File: src/hdl/assert_macros.svh
// Assertion helpers shared by the RTL files.
`ifndef ASSERT_MACROS_SVH
`define ASSERT_MACROS_SVH

// The property must hold at every rising edge outside reset.
`define BQE_ASSERT(label, clk, rst_n, prop, msg) \
  label: assert property (@(posedge clk) disable iff (!rst_n) (prop)) else $error(msg);

// The condition must never be true at a rising edge outside reset.
`define BQE_NEVER(label, clk, rst_n, cond, msg) \
  label: assert property (@(posedge clk) disable iff (!rst_n) !(cond)) else $error(msg);

`endif

File: src/hdl/bqe_pkg.sv
package bqe_pkg;

  typedef longint unsigned u64_t;

  localparam int   SINE_DEPTH_DEF = 256;
  localparam int   QUEUE_DEPTH    = 8;
  localparam int   CNT_W          = $clog2(QUEUE_DEPTH + 1);
  localparam u64_t ONE_Q30        = 64'd1073741824;
  localparam u64_t PI2_Q30        = 64'd1686629713;

  typedef enum logic [2:0] {
    REG_RIGHT_X = 3'd0,
    REG_RIGHT_Y = 3'd1,
    REG_RIGHT_Z = 3'd2,
    REG_UP_X    = 3'd3,
    REG_UP_Y    = 3'd4,
    REG_UP_Z    = 3'd5
  } cfg_reg_e;

  typedef enum logic [1:0] {
    CORNER_BL = 2'd0,
    CORNER_BR = 2'd1,
    CORNER_TR = 2'd2,
    CORNER_TL = 2'd3
  } corner_e;

  typedef struct packed {
    logic [2:0][31:0] pos;
    logic [17:0]      u0;
    logic [17:0]      u1;
    logic [17:0]      v0;
    logic [17:0]      v1;
    logic [31:0]      rgba;
  } base_t;

  typedef struct packed {
    base_t            base;
    logic [2:0][28:0] hr;
    logic [2:0][28:0] hu;
  } item_t;

endpackage

File: src/hdl/bqe_fifo.sv
`include "assert_macros.svh"

module bqe_fifo import bqe_pkg::*; #(
  parameter int WIDTH = 8,
  parameter int DEPTH = QUEUE_DEPTH
) (
  input  logic                           clk_i,
  input  logic                           rst_ni,
  input  logic                           push_i,
  input  logic [WIDTH-1:0]               data_i,
  input  logic                           pop_i,
  output logic [WIDTH-1:0]               data_o,
  output logic                           empty_o,
  output logic [$clog2(DEPTH+1)-1:0]     count_o
);

  localparam int AW = (DEPTH > 1) ? $clog2(DEPTH) : 1;
  localparam int CW = $clog2(DEPTH + 1);

  logic [WIDTH-1:0] mem_q [DEPTH];
  logic [AW-1:0]    wr_ptr_q, rd_ptr_q;
  logic [CW-1:0]    count_q;

  function automatic logic [AW-1:0] next_ptr(input logic [AW-1:0] p);
    return (p == AW'(DEPTH - 1)) ? '0 : p + AW'(1);
  endfunction

  always_ff @(posedge clk_i) begin
    if (push_i) begin
      mem_q[wr_ptr_q] <= data_i;
    end
  end

  always_ff @(posedge clk_i or negedge rst_ni) begin
    if (!rst_ni) begin
      wr_ptr_q <= '0;
      rd_ptr_q <= '0;
      count_q  <= '0;
    end else begin
      if (push_i) begin
        wr_ptr_q <= next_ptr(wr_ptr_q);
      end
      if (pop_i) begin
        rd_ptr_q <= next_ptr(rd_ptr_q);
      end
      if (push_i && !pop_i) begin
        count_q <= count_q + CW'(1);
      end else if (pop_i && !push_i) begin
        count_q <= count_q - CW'(1);
      end
    end
  end

  assign data_o  = mem_q[rd_ptr_q];
  assign empty_o = (count_q == '0);
  assign count_o = count_q;

  `BQE_NEVER(a_no_overflow, clk_i, rst_ni, push_i && !pop_i && (count_q == CW'(DEPTH)), "queue overflow")
  `BQE_NEVER(a_no_underflow, clk_i, rst_ni, pop_i && (count_q == '0), "queue underflow")

endmodule

File: config.mk
export PLATFORM = sky130hd
export DESIGN_NAME = bqe_fifo
export DESIGN_NICKNAME = d
export VERILOG_FILES = /design/src/hdl/bqe_pkg.sv /design/src/hdl/bqe_fifo.sv
export VERILOG_INCLUDE_DIRS = /design/src /design/src/hdl
export SDC_FILE = /design/constraint.sdc
export NUM_CORES = 1
export LEC_CHECK = 0
export BUFFER_PORTS_ARGS = -buffer_cell sky130_fd_sc_hd__buf_2
export CORE_ASPECT_RATIO = 1.75
export CORE_MARGIN = 2
export CORE_UTILIZATION = 59
export DETAILED_ROUTE_END_ITERATION = 10
export PLACE_DENSITY = 0.79
export SLEW_MARGIN = 40
export SYNTH_ARGS = -nofsm -noshare
export SYNTH_HDL_FRONTEND = slang
export SYNTH_SLANG_ARGS = --single-unit
File: constraint.sdc
create_clock -name clk_i -period 2.1 [get_ports clk_i]
set_input_delay 0.315 -clock clk_i [delete_from_list [all_inputs] [get_ports clk_i]]
set_output_delay 0.315 -clock clk_i [all_outputs]
set_load 0.005 [all_outputs]
==> impl_metrics.py <==
metrics = {
    "finish": {
        "layout-area-overhead-vs-synth_pct": 16.06,
        "finalCoreUtilization_pct": 70.00,
        "most_used_cells_in_the_layout_excluding_fill_and_tap_cells": "sky130_fd_sc_hd__edfxtp_1 (64), sky130_fd_sc_hd__mux4_2 (16), sky130_fd_sc_hd__buf_2 (16), sky130_fd_sc_hd__clkbuf_8 (12), sky130_fd_sc_hd__buf_4 (10)",
        "multiInputGateArea_sq_um": 852.1,
        "final-seq-area_sq_um": 2173,
        "most_common_cell_after_layout_fill_and_taps_aside": "sky130_fd_sc_hd__edfxtp_1",
        "stdcell_count": 261,
        "nNetsFinal": 221,
        "layout_cells_sized_above_1_pct": 39.32,
        "n_antenna_cell": 0,
        "fillCellCount": 334,
    },
    "die": {
        "rows": 35,
        "initial_utilization_pct": 60.31,
        "die_y_um": 100.2,
        "core_sq_um": 5167,
        "dieWidth_um": 58.94,
        "die-area_sq_um": 5903,
        "ios": 25,
    },
    "power_and_ir_drop": {
        "power.ir.vdd_worst_mv": 0.8581,
        "leakagePower_nw": 1.325,
        "report.power.total_mw": 5.013,
        "power.density_nw_per_um2": 1386,
    },
    "synth": {
        "synth_area_per_cell_sq_um": 19.73,
        "synthDominantAreaCellType": "sky130_fd_sc_hd__edfxtp_1",
        "post_synth_simple_gate_area_pct": 4.135,
        "synth-seq-cells": 74,
        "synthXorXnorAreaFrac_pct": 0.5620,
        "synthesis.nets": 178,
        "synth.top_cells.by_area": "sky130_fd_sc_hd__edfxtp_1 (62%), sky130_fd_sc_hd__dfrtp_1 (8.0%), sky130_fd_sc_hd__mux4_1 (6.7%)",
        "dominantRegCellSynth": "sky130_fd_sc_hd__edfxtp_1",
        "ys_seq_area_share_pct": 69.69,
        "synth_top_family_by_area": "multiplexers",
        "synth_enable_flop_cells": 64,
        "yosys.area.top_type_share_pct": 61.66,
        "netlist_instances": 158,
        "mappedNetlistArea_sq_um": 3117,
        "muxShareOfSynthArea_pct": 18.51,
        "synth_warnings": 0,
        "ys_types": 28,
        "postSynth.asyncResetShare_pct": 13.51,
        "synth_compound_gate_area_share_pct": 1.646,
        "yosys.area_share.adder_pct": 3.452,
    },
    "drt": {
        "first_iter_violations": 45,
        "avgRoutedWirePerCell_um": 21.90,
        "final_antenna_net_count": 0,
        "drtPass1Iterations": 7,
        "viasPerCell": 6.146,
        "via_count": 1604,
        "routed_wl_um": 5715,
        "drcViolationCount": 1,
    },
    "sta": {
        "worst_slew_pin_slew_ns": 0.6393,
        "grt_setup_unrepaired": "true",
        "relSlewSlack_pct": 57.38,
        "finalWorstPathRequiredPeriod_ns": 2.198,
        "whs_ns": 0.2374,
        "final_hold_viol_count": 0,
        "setup_viol": 8,
        "final.setup.tns_ns": -0.6785,
        "final.period_utilization_pct": 104.7,
        "finClkSkew_ns": 0.008713,
        "timing.final.max_slew_violations": 0,
        "fin_ws_ns": -0.09799,
        "achievable-frequency_mhz": 455.0,
    },
    "cts": {
        "path_clk_slew_ns": 0.07,
        "cts_tree": "done",
        "insertion_delay_ns": 0.34,
        "cts_root_buffer_type": "sky130_fd_sc_hd__clkbuf_8",
        "cts.sink_count": 74,
        "cts-htree-levels": 3,
        "cts_buffers": 9,
        "cts_max_path_buffers": 2,
    },
    "place": {
        "place.detailed.instances": 241,
        "dpl.hpwl_um": 3684,
        "port_buffers": 24,
        "finalWeightedCongestion": 0.6810,
    },
    "hold_path": {
        "worst_min_path_class": "in -> reg",
    },
    "setup_path": {
        "worst-endpoint-required_ns": 1.78,
        "worstPathMaxFanout": 8,
        "kind_of_critical_path": "reg -> out",
        "worst-path-buf-inv": 2,
        "worst_ep_arrival_time_ns": 1.88,
        "crit_family": "multiplexers",
        "startpoint_type": "register",
        "crit_path_max_incr_delay_ns": 0.50,
        "critPathSlowestCell": "sky130_fd_sc_hd__mux4_2",
        "endpoint_kind": "primary output",
        "crit_path_cell_trace": "clkbuf_16, mux4_2, mux2_4, buf_6",
    },
    "status": {
        "failed_checks": "DRC, setup timing",
        "outcome": "finished with violations",
    },
    "grt": {
        "grt_antenna_before_repair": 0,
        "grt_pass1_wl_um": 8625,
        "grt.total_usage_pct": 21.08,
        "grt_start_max_net_pins": 18,
        "via_count_of_the_first_global_routing_pass": 1706,
        "grt_remaining_overflow": 0,
    },
    "run": {
        "drv_cap": 0,
    },
}
[through the flow]
step                worst slack, ns  instance area (sq um)
floorplan                    0.2991                   3117
global placement             0.1037                   3346
detailed placement         -0.05022                   3346
CTS                         -0.1237                   3546
global route                -0.1426                   3617
finish                     -0.09799                   3617
[area by class of cell]
type,count,share of cell area (%)
inverter,4,0.4151
clock buffer,14,4.773
clock inverter,2,0.2767
tap,55,1.902
timing repair buffer,38,8.993
sequential,74,60.08
multi-input combinational,74,23.56
[repair_timing]
item	in CTS	in global routing
hold buffers	1	0
cloned	0	2
hold endpoints to repair	10	0
buffers inserted	1	0
setup endpoints to repair	8	8
gates resized for setup	0	17
[cells by family (layout without fill, tap and decap cells)]
| group | after synthesis | in the layout |
|---|---|---|
| flip-flops | 74 | 74 |
| buffers and inverters | 10 | 58 |
| AO/OA/AOI/OAI | 8 | 8 |
| multiplexers | 30 | 30 |
| AND/OR/NAND/NOR | 26 | 26 |
| XOR/XNOR | 2 | 2 |
| adder cells (fa/ha/maj) | 8 | 8 |
[synthesized netlist by cell type, types with 3 or more instances]
library cell and instances:
sky130_fd_sc_hd__edfxtp_1 64, sky130_fd_sc_hd__dfrtp_1 10, sky130_fd_sc_hd__mux2_4 8, sky130_fd_sc_hd__mux4_1 8, sky130_fd_sc_hd__mux4_2 8, sky130_fd_sc_hd__nor2_1 8
sky130_fd_sc_hd__ha_1 7, sky130_fd_sc_hd__mux2_2 5, sky130_fd_sc_hd__nand2_1 5, sky130_fd_sc_hd__inv_1 4, sky130_fd_sc_hd__clkbuf_1 3, sky130_fd_sc_hd__nand3b_1 3
sky130_fd_sc_hd__nor3_1 3, sky130_fd_sc_hd__o21ai_0 3
[path summary, 6_finish.rpt]
check                                        start                       to  slack (ns)  cells after the start
setup reg to reg           rd_ptr_q[0]$_DFFE_PN0P_  rd_ptr_q[2]$_DFFE_PN0P_        0.42                      5
setup / recovery           rd_ptr_q[0]$_DFFE_PN0P_                data_o[6]        -0.1                      4
max in group asynchronous                   rst_ni  rd_ptr_q[0]$_DFFE_PN0P_        1.54                      2
hold / removal                               pop_i  rd_ptr_q[1]$_DFFE_PN0P_        0.24                      2
hold reg to reg             count_o[2]$_DFFE_PN0P_   count_o[2]$_DFFE_PN0P_        0.58                      2
min in group asynchronous                   rst_ni  rd_ptr_q[1]$_DFFE_PN0P_        0.36                      2
[state kept, by name (all words and copies together), names as in the netlist]
| signal | flops |
|---|---|
| count_o | 4 |
| mem_q | 64 |
| rd_ptr_q | 3 |
| wr_ptr_q | 3 |
[routing by layer]
metal,global-route usage (%),routed length [um],vias to the layer above
met4,8.042,109,0
met3,5.670,229,6
met5,0,0,-
li1,-,-,722
met2,37.95,3299,47
met1,22.85,2076,829
[power by group]
group | internal [mW] | total (mW) | switching, mW
sequential | 1.88 | 2.12 | 0.237
combinational | 1.16 | 1.90 | 0.738
clock | 0.523 | 0.992 | 0.469
Note: power is estimated with default switching activity, not from simulation.
