[src/hdl/assert_macros.svh]
// Assertion helpers shared by the RTL files.
`ifndef ASSERT_MACROS_SVH
`define ASSERT_MACROS_SVH

// The property must hold at every rising edge outside reset.
`define BQE_ASSERT(label, clk, rst_n, prop, msg) \
  label: assert property (@(posedge clk) disable iff (!rst_n) (prop)) else $error(msg);

// The condition must never be true at a rising edge outside reset.
`define BQE_NEVER(label, clk, rst_n, cond, msg) \
  label: assert property (@(posedge clk) disable iff (!rst_n) !(cond)) else $error(msg);

`endif

[src/hdl/bqe_pkg.sv]
package bqe_pkg;

  typedef longint unsigned u64_t;

  localparam int   SINE_DEPTH_DEF = 256;
  localparam int   QUEUE_DEPTH    = 8;
  localparam int   CNT_W          = $clog2(QUEUE_DEPTH + 1);
  localparam u64_t ONE_Q30        = 64'd1073741824;
  localparam u64_t PI2_Q30        = 64'd1686629713;

  typedef enum logic [2:0] {
    REG_RIGHT_X = 3'd0,
    REG_RIGHT_Y = 3'd1,
    REG_RIGHT_Z = 3'd2,
    REG_UP_X    = 3'd3,
    REG_UP_Y    = 3'd4,
    REG_UP_Z    = 3'd5
  } cfg_reg_e;

  typedef enum logic [1:0] {
    CORNER_BL = 2'd0,
    CORNER_BR = 2'd1,
    CORNER_TR = 2'd2,
    CORNER_TL = 2'd3
  } corner_e;

  typedef struct packed {
    logic [2:0][31:0] pos;
    logic [17:0]      u0;
    logic [17:0]      u1;
    logic [17:0]      v0;
    logic [17:0]      v1;
    logic [31:0]      rgba;
  } base_t;

  typedef struct packed {
    base_t            base;
    logic [2:0][28:0] hr;
    logic [2:0][28:0] hu;
  } item_t;

endpackage

[src/hdl/bqe_back.sv]
`include "assert_macros.svh"

module bqe_back import bqe_pkg::*; (
  input  logic               clk_i,
  input  logic               rst_ni,
  input  item_t              head_i,
  input  logic               empty_i,
  output logic               pop_o,
  output logic               out_valid_o,
  input  logic               out_stall_i,
  output logic signed [31:0] vert_x_o,
  output logic signed [31:0] vert_y_o,
  output logic signed [31:0] vert_z_o,
  output logic [17:0]        coord_u_o,
  output logic [17:0]        coord_v_o,
  output logic [31:0]        vert_rgba_o,
  output logic [1:0]         corner_o,
  output logic               last_o
);

  item_t               cur_q;
  logic                cur_valid_q;
  corner_e             k_q;
  logic                out_valid_q;
  logic signed [31:0]  vert_q [3];
  logic [17:0]         u_q, v_q;
  logic [31:0]         rgba_q;
  corner_e             corner_q;
  logic                take, step, done;
  logic                sr, su;
  logic signed [31:0]  vert_d [3];

  assign take  = !out_valid_q || !out_stall_i;
  assign step  = cur_valid_q && take;
  assign done  = step && (k_q == CORNER_TL);
  assign pop_o = (!cur_valid_q || done) && !empty_i;
  assign sr    = (k_q == CORNER_BR) || (k_q == CORNER_TR);
  assign su    = k_q[1];

  for (genvar j = 0; j < 3; j++) begin : g_axis
    logic signed [33:0] hr, hu, sum;
    assign hr  = 34'($signed(cur_q.hr[j]));
    assign hu  = 34'($signed(cur_q.hu[j]));
    assign sum = 34'($signed(cur_q.base.pos[j])) + (sr ? hr : -hr) + (su ? hu : -hu);
    always_comb begin
      if (sum > 34'sd2147483647) begin
        vert_d[j] = 32'sh7fffffff;
      end else if (sum < -34'sd2147483648) begin
        vert_d[j] = 32'sh80000000;
      end else begin
        vert_d[j] = 32'(sum);
      end
    end
  end

  always_ff @(posedge clk_i or negedge rst_ni) begin
    if (!rst_ni) begin
      cur_valid_q <= 1'b0;
      k_q         <= CORNER_BL;
      out_valid_q <= 1'b0;
    end else begin
      if (pop_o) begin
        cur_valid_q <= 1'b1;
        k_q         <= CORNER_BL;
      end else if (done) begin
        cur_valid_q <= 1'b0;
      end else if (step) begin
        k_q <= corner_e'(k_q + 2'd1);
      end
      if (take) begin
        out_valid_q <= cur_valid_q;
      end
    end
  end

  always_ff @(posedge clk_i) begin
    if (pop_o) begin
      cur_q <= head_i;
    end
    if (step) begin
      vert_q   <= vert_d;
      u_q      <= sr ? cur_q.base.u1 : cur_q.base.u0;
      v_q      <= su ? cur_q.base.v1 : cur_q.base.v0;
      rgba_q   <= cur_q.base.rgba;
      corner_q <= k_q;
    end
  end

  assign out_valid_o = out_valid_q;
  assign vert_x_o    = vert_q[0];
  assign vert_y_o    = vert_q[1];
  assign vert_z_o    = vert_q[2];
  assign coord_u_o   = u_q;
  assign coord_v_o   = v_q;
  assign vert_rgba_o = rgba_q;
  assign corner_o    = corner_q;
  assign last_o      = (corner_q == CORNER_TL);

  `BQE_ASSERT(a_pop_when_free, clk_i, rst_ni, pop_o |-> (!cur_valid_q || done), "pop while busy")
  `BQE_ASSERT(a_fall_on_last, clk_i, rst_ni, $fell(cur_valid_q) |-> ($past(k_q) == CORNER_TL), "quad cut short")

endmodule

[config.mk]
export PLATFORM = sky130hd
export DESIGN_NAME = bqe_back
export DESIGN_NICKNAME = d
export VERILOG_FILES = /design/src/hdl/bqe_pkg.sv /design/src/hdl/bqe_back.sv
export VERILOG_INCLUDE_DIRS = /design/src /design/src/hdl
export SDC_FILE = /design/constraint.sdc
export NUM_CORES = 1
export LEC_CHECK = 0
export BUFFER_PORTS_ARGS = -buffer_cell sky130_fd_sc_hd__buf_2
export CORE_ASPECT_RATIO = 1.4
export CORE_MARGIN = 2
export CORE_UTILIZATION = 42
export DETAILED_ROUTE_END_ITERATION = 6
export PLACE_DENSITY = 0.74
export SLEW_MARGIN = 10
export SYNTH_ARGS = -nofsm -noshare
export SYNTH_HDL_FRONTEND = slang
export SYNTH_SLANG_ARGS = --single-unit
[constraint.sdc]
create_clock -name clk_i -period 21.1 [get_ports clk_i]
set_input_delay 2.11 -clock clk_i [delete_from_list [all_inputs] [get_ports clk_i]]
set_output_delay 2.11 -clock clk_i [all_outputs]
set_load 0.01 [all_outputs]
==> results of run 1 <==
==> stage by stage <==
step           worst slack [ps]  hold slack [ps]   util
3_3_place_gp              14500              401  0.477
3_5_place_dp              14360              405  0.477
6_report                  14360              418  0.502
2_1_floorplan              6790              400      -
5_1_grt                   13860              423  0.502
4_1_cts                   14360              419  0.502
==> how the worst min path moves through the flow <==
stage	endpoint	start	slack, ps	cells after the start
after floorplan	vert_rgba_o[0]	cur_q[174]	400	0
after global placement	vert_rgba_o[26]	cur_q[200]	400	0
after detailed placement	vert_rgba_o[16]	cur_q[190]	410	0
after CTS	vert_rgba_o[16]	cur_q[190]	420	0
after global routing	vert_rgba_o[16]	cur_q[190]	420	0
final	vert_rgba_o[13]	cur_q[187]	420	0
==> cells in the final DEF, fill, tap and decap left out, types with 13 or more instances in the layout <==
cell type,n
a211oi_1,15
a21o_1,112
a21oi_1,215
a31oi_1,25
and3_1,13
buf_2,546
buf_4,14
clkbuf_16,54
edfxtp_1,540
fa_1,102
ha_1,102
inv_1,351
mux2_2,36
nand2_1,72
nand3_1,23
nand4_1,25
nor2_1,144
nor2b_1,13
nor3_1,54
nor4_1,18
o21a_1,21
o21ai_0,56
o21bai_1,18
xnor2_1,214
xor2_1,42
==> flip-flops by register name, summed over array words and instances (netlist names), 18 cells and up <==
register / count
coord_u_o: 18
coord_v_o: 18
vert_y_o: 32
cur_q: 374
vert_x_o: 32
vert_z_o: 32
vert_rgba_o: 32
==> cell type report <==
class	count	share of cell area
sequential	544	0.464
multi-input combinational	1479	0.333
timing repair buffer	561	0.0812
clock buffer	65	0.0396
inverter	351	0.0374
tap	936	0.0333
clock inverter	34	0.0112
antenna	5	0.000355
==> worst max-delay path, cell delays in order (launching register included) <==
cell      delay (ps)
dfrtp_4          710
ha_4             940
buf_4            570
mux2i_1          190
fa_1             520
inv_1             40
ha_1             230
fa_1             430
a211oi_1         230
o21a_1           230
a21oi_1          150
a311oi_1         480
o21ai_0          140
a221o_2          380
xnor3_2          420
a21oi_4          660
o21a_1           180
==> kinds of logic after synthesis <==
logic type | Yosys count
flip-flops | 544
buffers and inverters | 416
adder cells (fa/ha/maj) | 205
XOR/XNOR | 257
multiplexers | 44
AO/OA/AOI/OAI | 535
AND/OR/NAND/NOR | 438
==> layer usage <==
metal  share of wire  vias to the layer above  GRT usage
met4           0.037                       32     0.0777
met1            0.38                     9831      0.255
met3           0.084                      168     0.0572
li1                -                     9728          -
met5          0.0025                        -          0
met2            0.49                      812      0.377
==> cell usage after synthesis, types with 7 or more instances <==
master | count | area [um2]
edfxtp_1 | 540 | 16200
inv_1 | 351 | 1320
a21oi_1 | 216 | 1080
xnor2_1 | 214 | 1870
nor2_1 | 144 | 541
a21o_1 | 112 | 841
ha_1 | 103 | 1290
fa_1 | 102 | 2040
nand2_1 | 72 | 270
o21ai_0 | 56 | 280
nor3_1 | 54 | 270
clkbuf_1 | 49 | 184
xor2_1 | 42 | 368
mux2_2 | 36 | 405
a31oi_1 | 25 | 156
nand4_1 | 25 | 156
nand3_1 | 23 | 115
o21a_1 | 21 | 158
nor4_1 | 18 | 113
o21bai_1 | 18 | 135
a211oi_1 | 15 | 113
and3_1 | 13 | 81.3
nor2b_1 | 13 | 81.3
and2_1 | 12 | 75.1
or4_1 | 11 | 82.6
a31o_2 | 10 | 87.6
nand2b_1 | 9 | 56.3
mux2i_1 | 8 | 80.1
o31ai_1 | 8 | 60.1
a21boi_0 | 7 | 52.6
o211ai_1 | 7 | 52.6
==> flow_summary.yaml, run 1 <==
placed_design:
  place_area_um2: 33400
  place.gp.congestion: 0.914
  dp_hpwl_mm: 61.4
  port_buffers: 546
  dp_cells: 3871
clock_tree:
  numClockSinks: 544
  clockBufferDepth: 3
  ctsResizeCount: 0
  cts_root_buffer: "clkbuf_16"
  cts_tree: "done"
  worstSkewPairLatency_ps: 620
  cts_hold_buf: 0
  cts-buffers-inserted: 53
  path_clk_slew_ps: 70
  cts-htree-levels: 2
  post-cts-setup-buffers: 0
yosys:
  synth_fa_ha_area_frac: 0.112
  seq_area_frac_synth: 0.551
  synth-edff-count: 540
  syn_inst: 2439
  synthesis.area_um2: 29600
  yosysWarningCount: 0
  synth_compound_area_frac: 0.114
  synth_cell_types: 81
  synthXorXnorAreaFrac: 0.0765
  ys_ff_latch: 544
  syn_nets: 3022
  synthMuxAreaShare: 0.0164
  synth_top_family_by_area: "compound AO/OA/AOI/OAI gates"
  async_flop_share: 0.00735
  ys.flop_type: "edfxtp_1"
  synth.avg_cell_area_um2: 12.1
  synthSimpleGateAreaFrac: 0.0752
global_route:
  grt_pass1_wl_mm: 120
  grt_max_degree: 163
  antenna_found_initial: 25
  grt_usage: 0.216
  grt.overflow.total: 0
  grt_pass1_vias: 21071
layout:
  drive_above_1_share: 0.236
  multi_input_area_um2: 11700
  area_growth_pct: 18.8
  ff_latch_area_um2: 16300
  instances_no_fill: 3975
  nets: 3573
  final_area_um2: 35200
  fill_cells: 6153
setup_path:
  critPathArrivalTime_ps: 7240
  rrSetupSlack_ps: 14360
  timing.rr.start: "k_q[1]"
  startpoint: "k_q[1]"
  regToRegEndpoint: "vert_x_o[0]"
  worstPathRequired_ps: 21590
  cp-start-kind: "flip-flop"
  critPathCapture: "vert_x_o[0]"
  r2r_cells: 16
  cp-end-kind: "flip-flop"
  path_class: "flip-flop to flip-flop"
  crit_fanout: 67
floorplanning:
  rows: 115
  io_pins: 547
  initial_utilization: 0.423
  die_h_um: 318
  die-area_um2: 72700
  coreArea_um2: 70100
  die_w_um: 228
timing:
  fin_crit_sh: 0.320
  fmax_ghz: 0.148
  hold_viol_final: 0
  period_needed_ps: 6740
  rsz0062_at_grt: "false"
  worst_pin_slew_ps: 1210
  fin_skew_ps: 20.8
  final-setup-viol-count: 0
  final.setup.tns_ps: 0
  final_max_slew_viol_count: 0
  relSlewSlack: 0.196
worst_hold_path:
  hold_class: "flip-flop to flip-flop"
detailed_routing:
  first_pass_iters: 5
  viasPerCell: 5.18
  final_antenna_net_count: 0
  drt_iter0_markers: 1298
  vias: 20571
  drc: 0
  wirelength_mm: 79.1
  wl_per_cell_um: 19.9
run_status:
  status: "finished clean"
run:
  cap_violations: 0
Power of run 1 is not shown: default switching activity piles up to over one toggle a cycle in this logic, so the estimate is an artifact.
==> inputs of run 2 (changes only) <==
Settings changed: ABC_AREA set to 1.
Clock period 21.1 ns to 6.2 ns, I/O delays scaled along.
==> run 2 against run 1 <==
Area after synthesis rose by 5.7%. Die area rose by 5.6%. Register-to-register slack got worse by 14000 ps. Utilization fell by 0.067 points.
==> flow_summary.yaml, run 2 <==
clock_tree:
  clockBufferDepth: 3
  ctsResizeCount: 0
  cts_tree: "done"
  path_clk_slew_ps: 80
  post-cts-setup-buffers: 0
  worstSkewPairLatency_ps: 650
  numClockSinks: 544
  cts-htree-levels: 2
  cts_hold_buf: 1
  cts-buffers-inserted: 54
  cts_root_buffer: "clkbuf_16"
detailed_routing:
  first_pass_iters: 7
  vias: 23697
  drt_iter0_markers: 1585
  final_antenna_net_count: 0
  wl_per_cell_um: 18.5
  wirelength_mm: 88.9
  drc: 0
  viasPerCell: 4.92
yosys:
  yosysWarningCount: 0
  synth_area_leader_cell: "edfxtp_1"
  ys.flop_type: "edfxtp_1"
  synth_most_common_cell: "nand2_1"
  synth.avg_cell_area_um2: 9.70
  async_flop_share: 0.00735
  synth_common_cells: "nand2_1, inv_1, edfxtp_1, nor2_1, xor2_1"
  syn_inst: 3226
  synth_top_area_share: 0.518
  seq_area_frac_synth: 0.521
  synthesis.area_um2: 31300
  syn_nets: 3809
  synth_cell_types: 52
  synth-edff-count: 540
  ys_top_cells_by_area: "edfxtp_1, nand2_1, inv_1"
  ys_ff_latch: 544
floorplanning:
  die_w_um: 235
  die-area_um2: 76800
  coreArea_um2: 73800
  initial_utilization: 0.424
  io_pins: 547
  rows: 118
  die_h_um: 327
layout:
  final_common_cell: "nand2_1"
  instances_no_fill: 4816
  nets: 4384
  area_growth_pct: 18.3
  drive_above_1_share: 0.192
  largest_register_ffs: 374
  largest-register: "cur_q"
  final_util: 0.502
  final_cell_mix: "nand2_1, inv_1, buf_2"
timing:
  fin_skew_ps: 30.9
  relSlewSlack: 0.223
  final_max_slew_viol_count: 0
  finalWorstSetupSlack_ps: 499
  final.setup.tns_ps: 0
  rsz0062_at_grt: "false"
  fmax_ghz: 0.175
  hold_viol_final: 0
  period_needed_ps: 5700
  final-setup-viol-count: 0
  fin_crit_sh: 0.919
  worst_pin_slew_ps: 1170
global_route:
  antenna_found_initial: 30
  grt_max_degree: 168
  grt_usage: 0.227
  grt.overflow.total: 0
  grt_pass1_vias: 23897
  grt_pass1_wl_mm: 134
setup_path:
  crit_fanout: 31
  path_class: "flip-flop to flip-flop"
  cp-start-kind: "flip-flop"
  cp-end-kind: "flip-flop"
  worstPathRequired_ps: 6570
  critPathArrivalTime_ps: 6070
run:
  cap_violations: 0
placed_design:
  dp_cells: 4704
  dp_hpwl_mm: 70.6
  place.gp.congestion: 0.955
  post-place-ws_ps: 660
  port_buffers: 546
worst_hold_path:
  hold_class: "primary input to flip-flop"
run_status:
  status: "finished clean"
run 2: cell count changes in the layout (fill, tap and decap cells not counted), sizes merged, moves of 79 or more:
cell   previous run  this run
nand2            72       778
inv             355       620
xnor2           214        49
nor2            145       303
xor2             42       182
a21o            112         9
nand3            23       102
run 2: per-layer routing:
layer	up-vias	global-route usage	part of all wire	routed length [um]
met5	-	0	0.0026	230
met4	38	0.0905	0.042	3770
met3	219	0.0566	0.080	7110
met2	937	0.409	0.50	44900
met1	11006	0.256	0.37	33000
li1	11497	-	-	-
run 2: layout make-up:
type,count,area (um2)
Antenna cell,10,25.0
Clock buffer,62,1410
Clock inverter,39,389
Fill cell,6730,36800
Inverter,617,2320
Multi-Input combinational cell,2016,12400
Sequential cell,544,16300
Tap cell,960,1200
Timing Repair Buffer,568,2960
run 2: cell families after synthesis:
group | after synthesis | synth area share
xor+xnor | 231 | 0.0646
buf+inv | 666 | 0.0839
mux | 1 | 0.000360
fa+ha+maj | 205 | 0.106
simple gates | 1260 | 0.167
compound gates | 319 | 0.0561
flops | 544 | 0.521
run 2: path summary, 6_finish.rpt:
| check | start | cells past startpoint | slack, ps | endpoint |
|---|---|---|---|---|
| setup / recovery | cur_q[145] | 23 | 500 | vert_z_o[12] |
| hold / removal | head_i[54] | 1 | 150 | cur_q[54] |
| setup reg to reg | cur_q[145] | 23 | 500 | vert_z_o[12] |
| hold reg to reg | cur_q[201] | 0 | 420 | vert_rgba_o[27] |
| max in group asynchronous | rst_ni | 2 | 5730 | k_q[1] |
| min in group asynchronous | rst_ni | 2 | 330 | k_q[1] |
run 2: critical path, stage by stage (launching register included):
cell,delay [ps]
edfxtp_1,500
inv_1,100
ha_1,160
nand3_1,100
nor3_1,530
nand3_1,220
o21ai_0,470
o21ai_0,210
xnor2_1,210
fa_1,520
inv_1,40
ha_1,350
a21oi_1,300
o21ai_0,200
nand2_1,90
nand2_1,50
nor2_1,140
nand2_1,70
nand2_1,70
nand2_2,70
nand2_1,90
nand3_2,570
nand2_1,280
nand2_1,80
run 2: stage by stage:
stage / instance area (um2) / hold slack [ps]
6_report: 37000 / 145
2_1_floorplan: 31300 / 324
3_5_place_dp: 35200 / 405
3_3_place_gp: 35200 / 400
4_1_cts: 37000 / 104
5_1_grt: 37000 / 113
Power of run 2 is left out for the same reason.
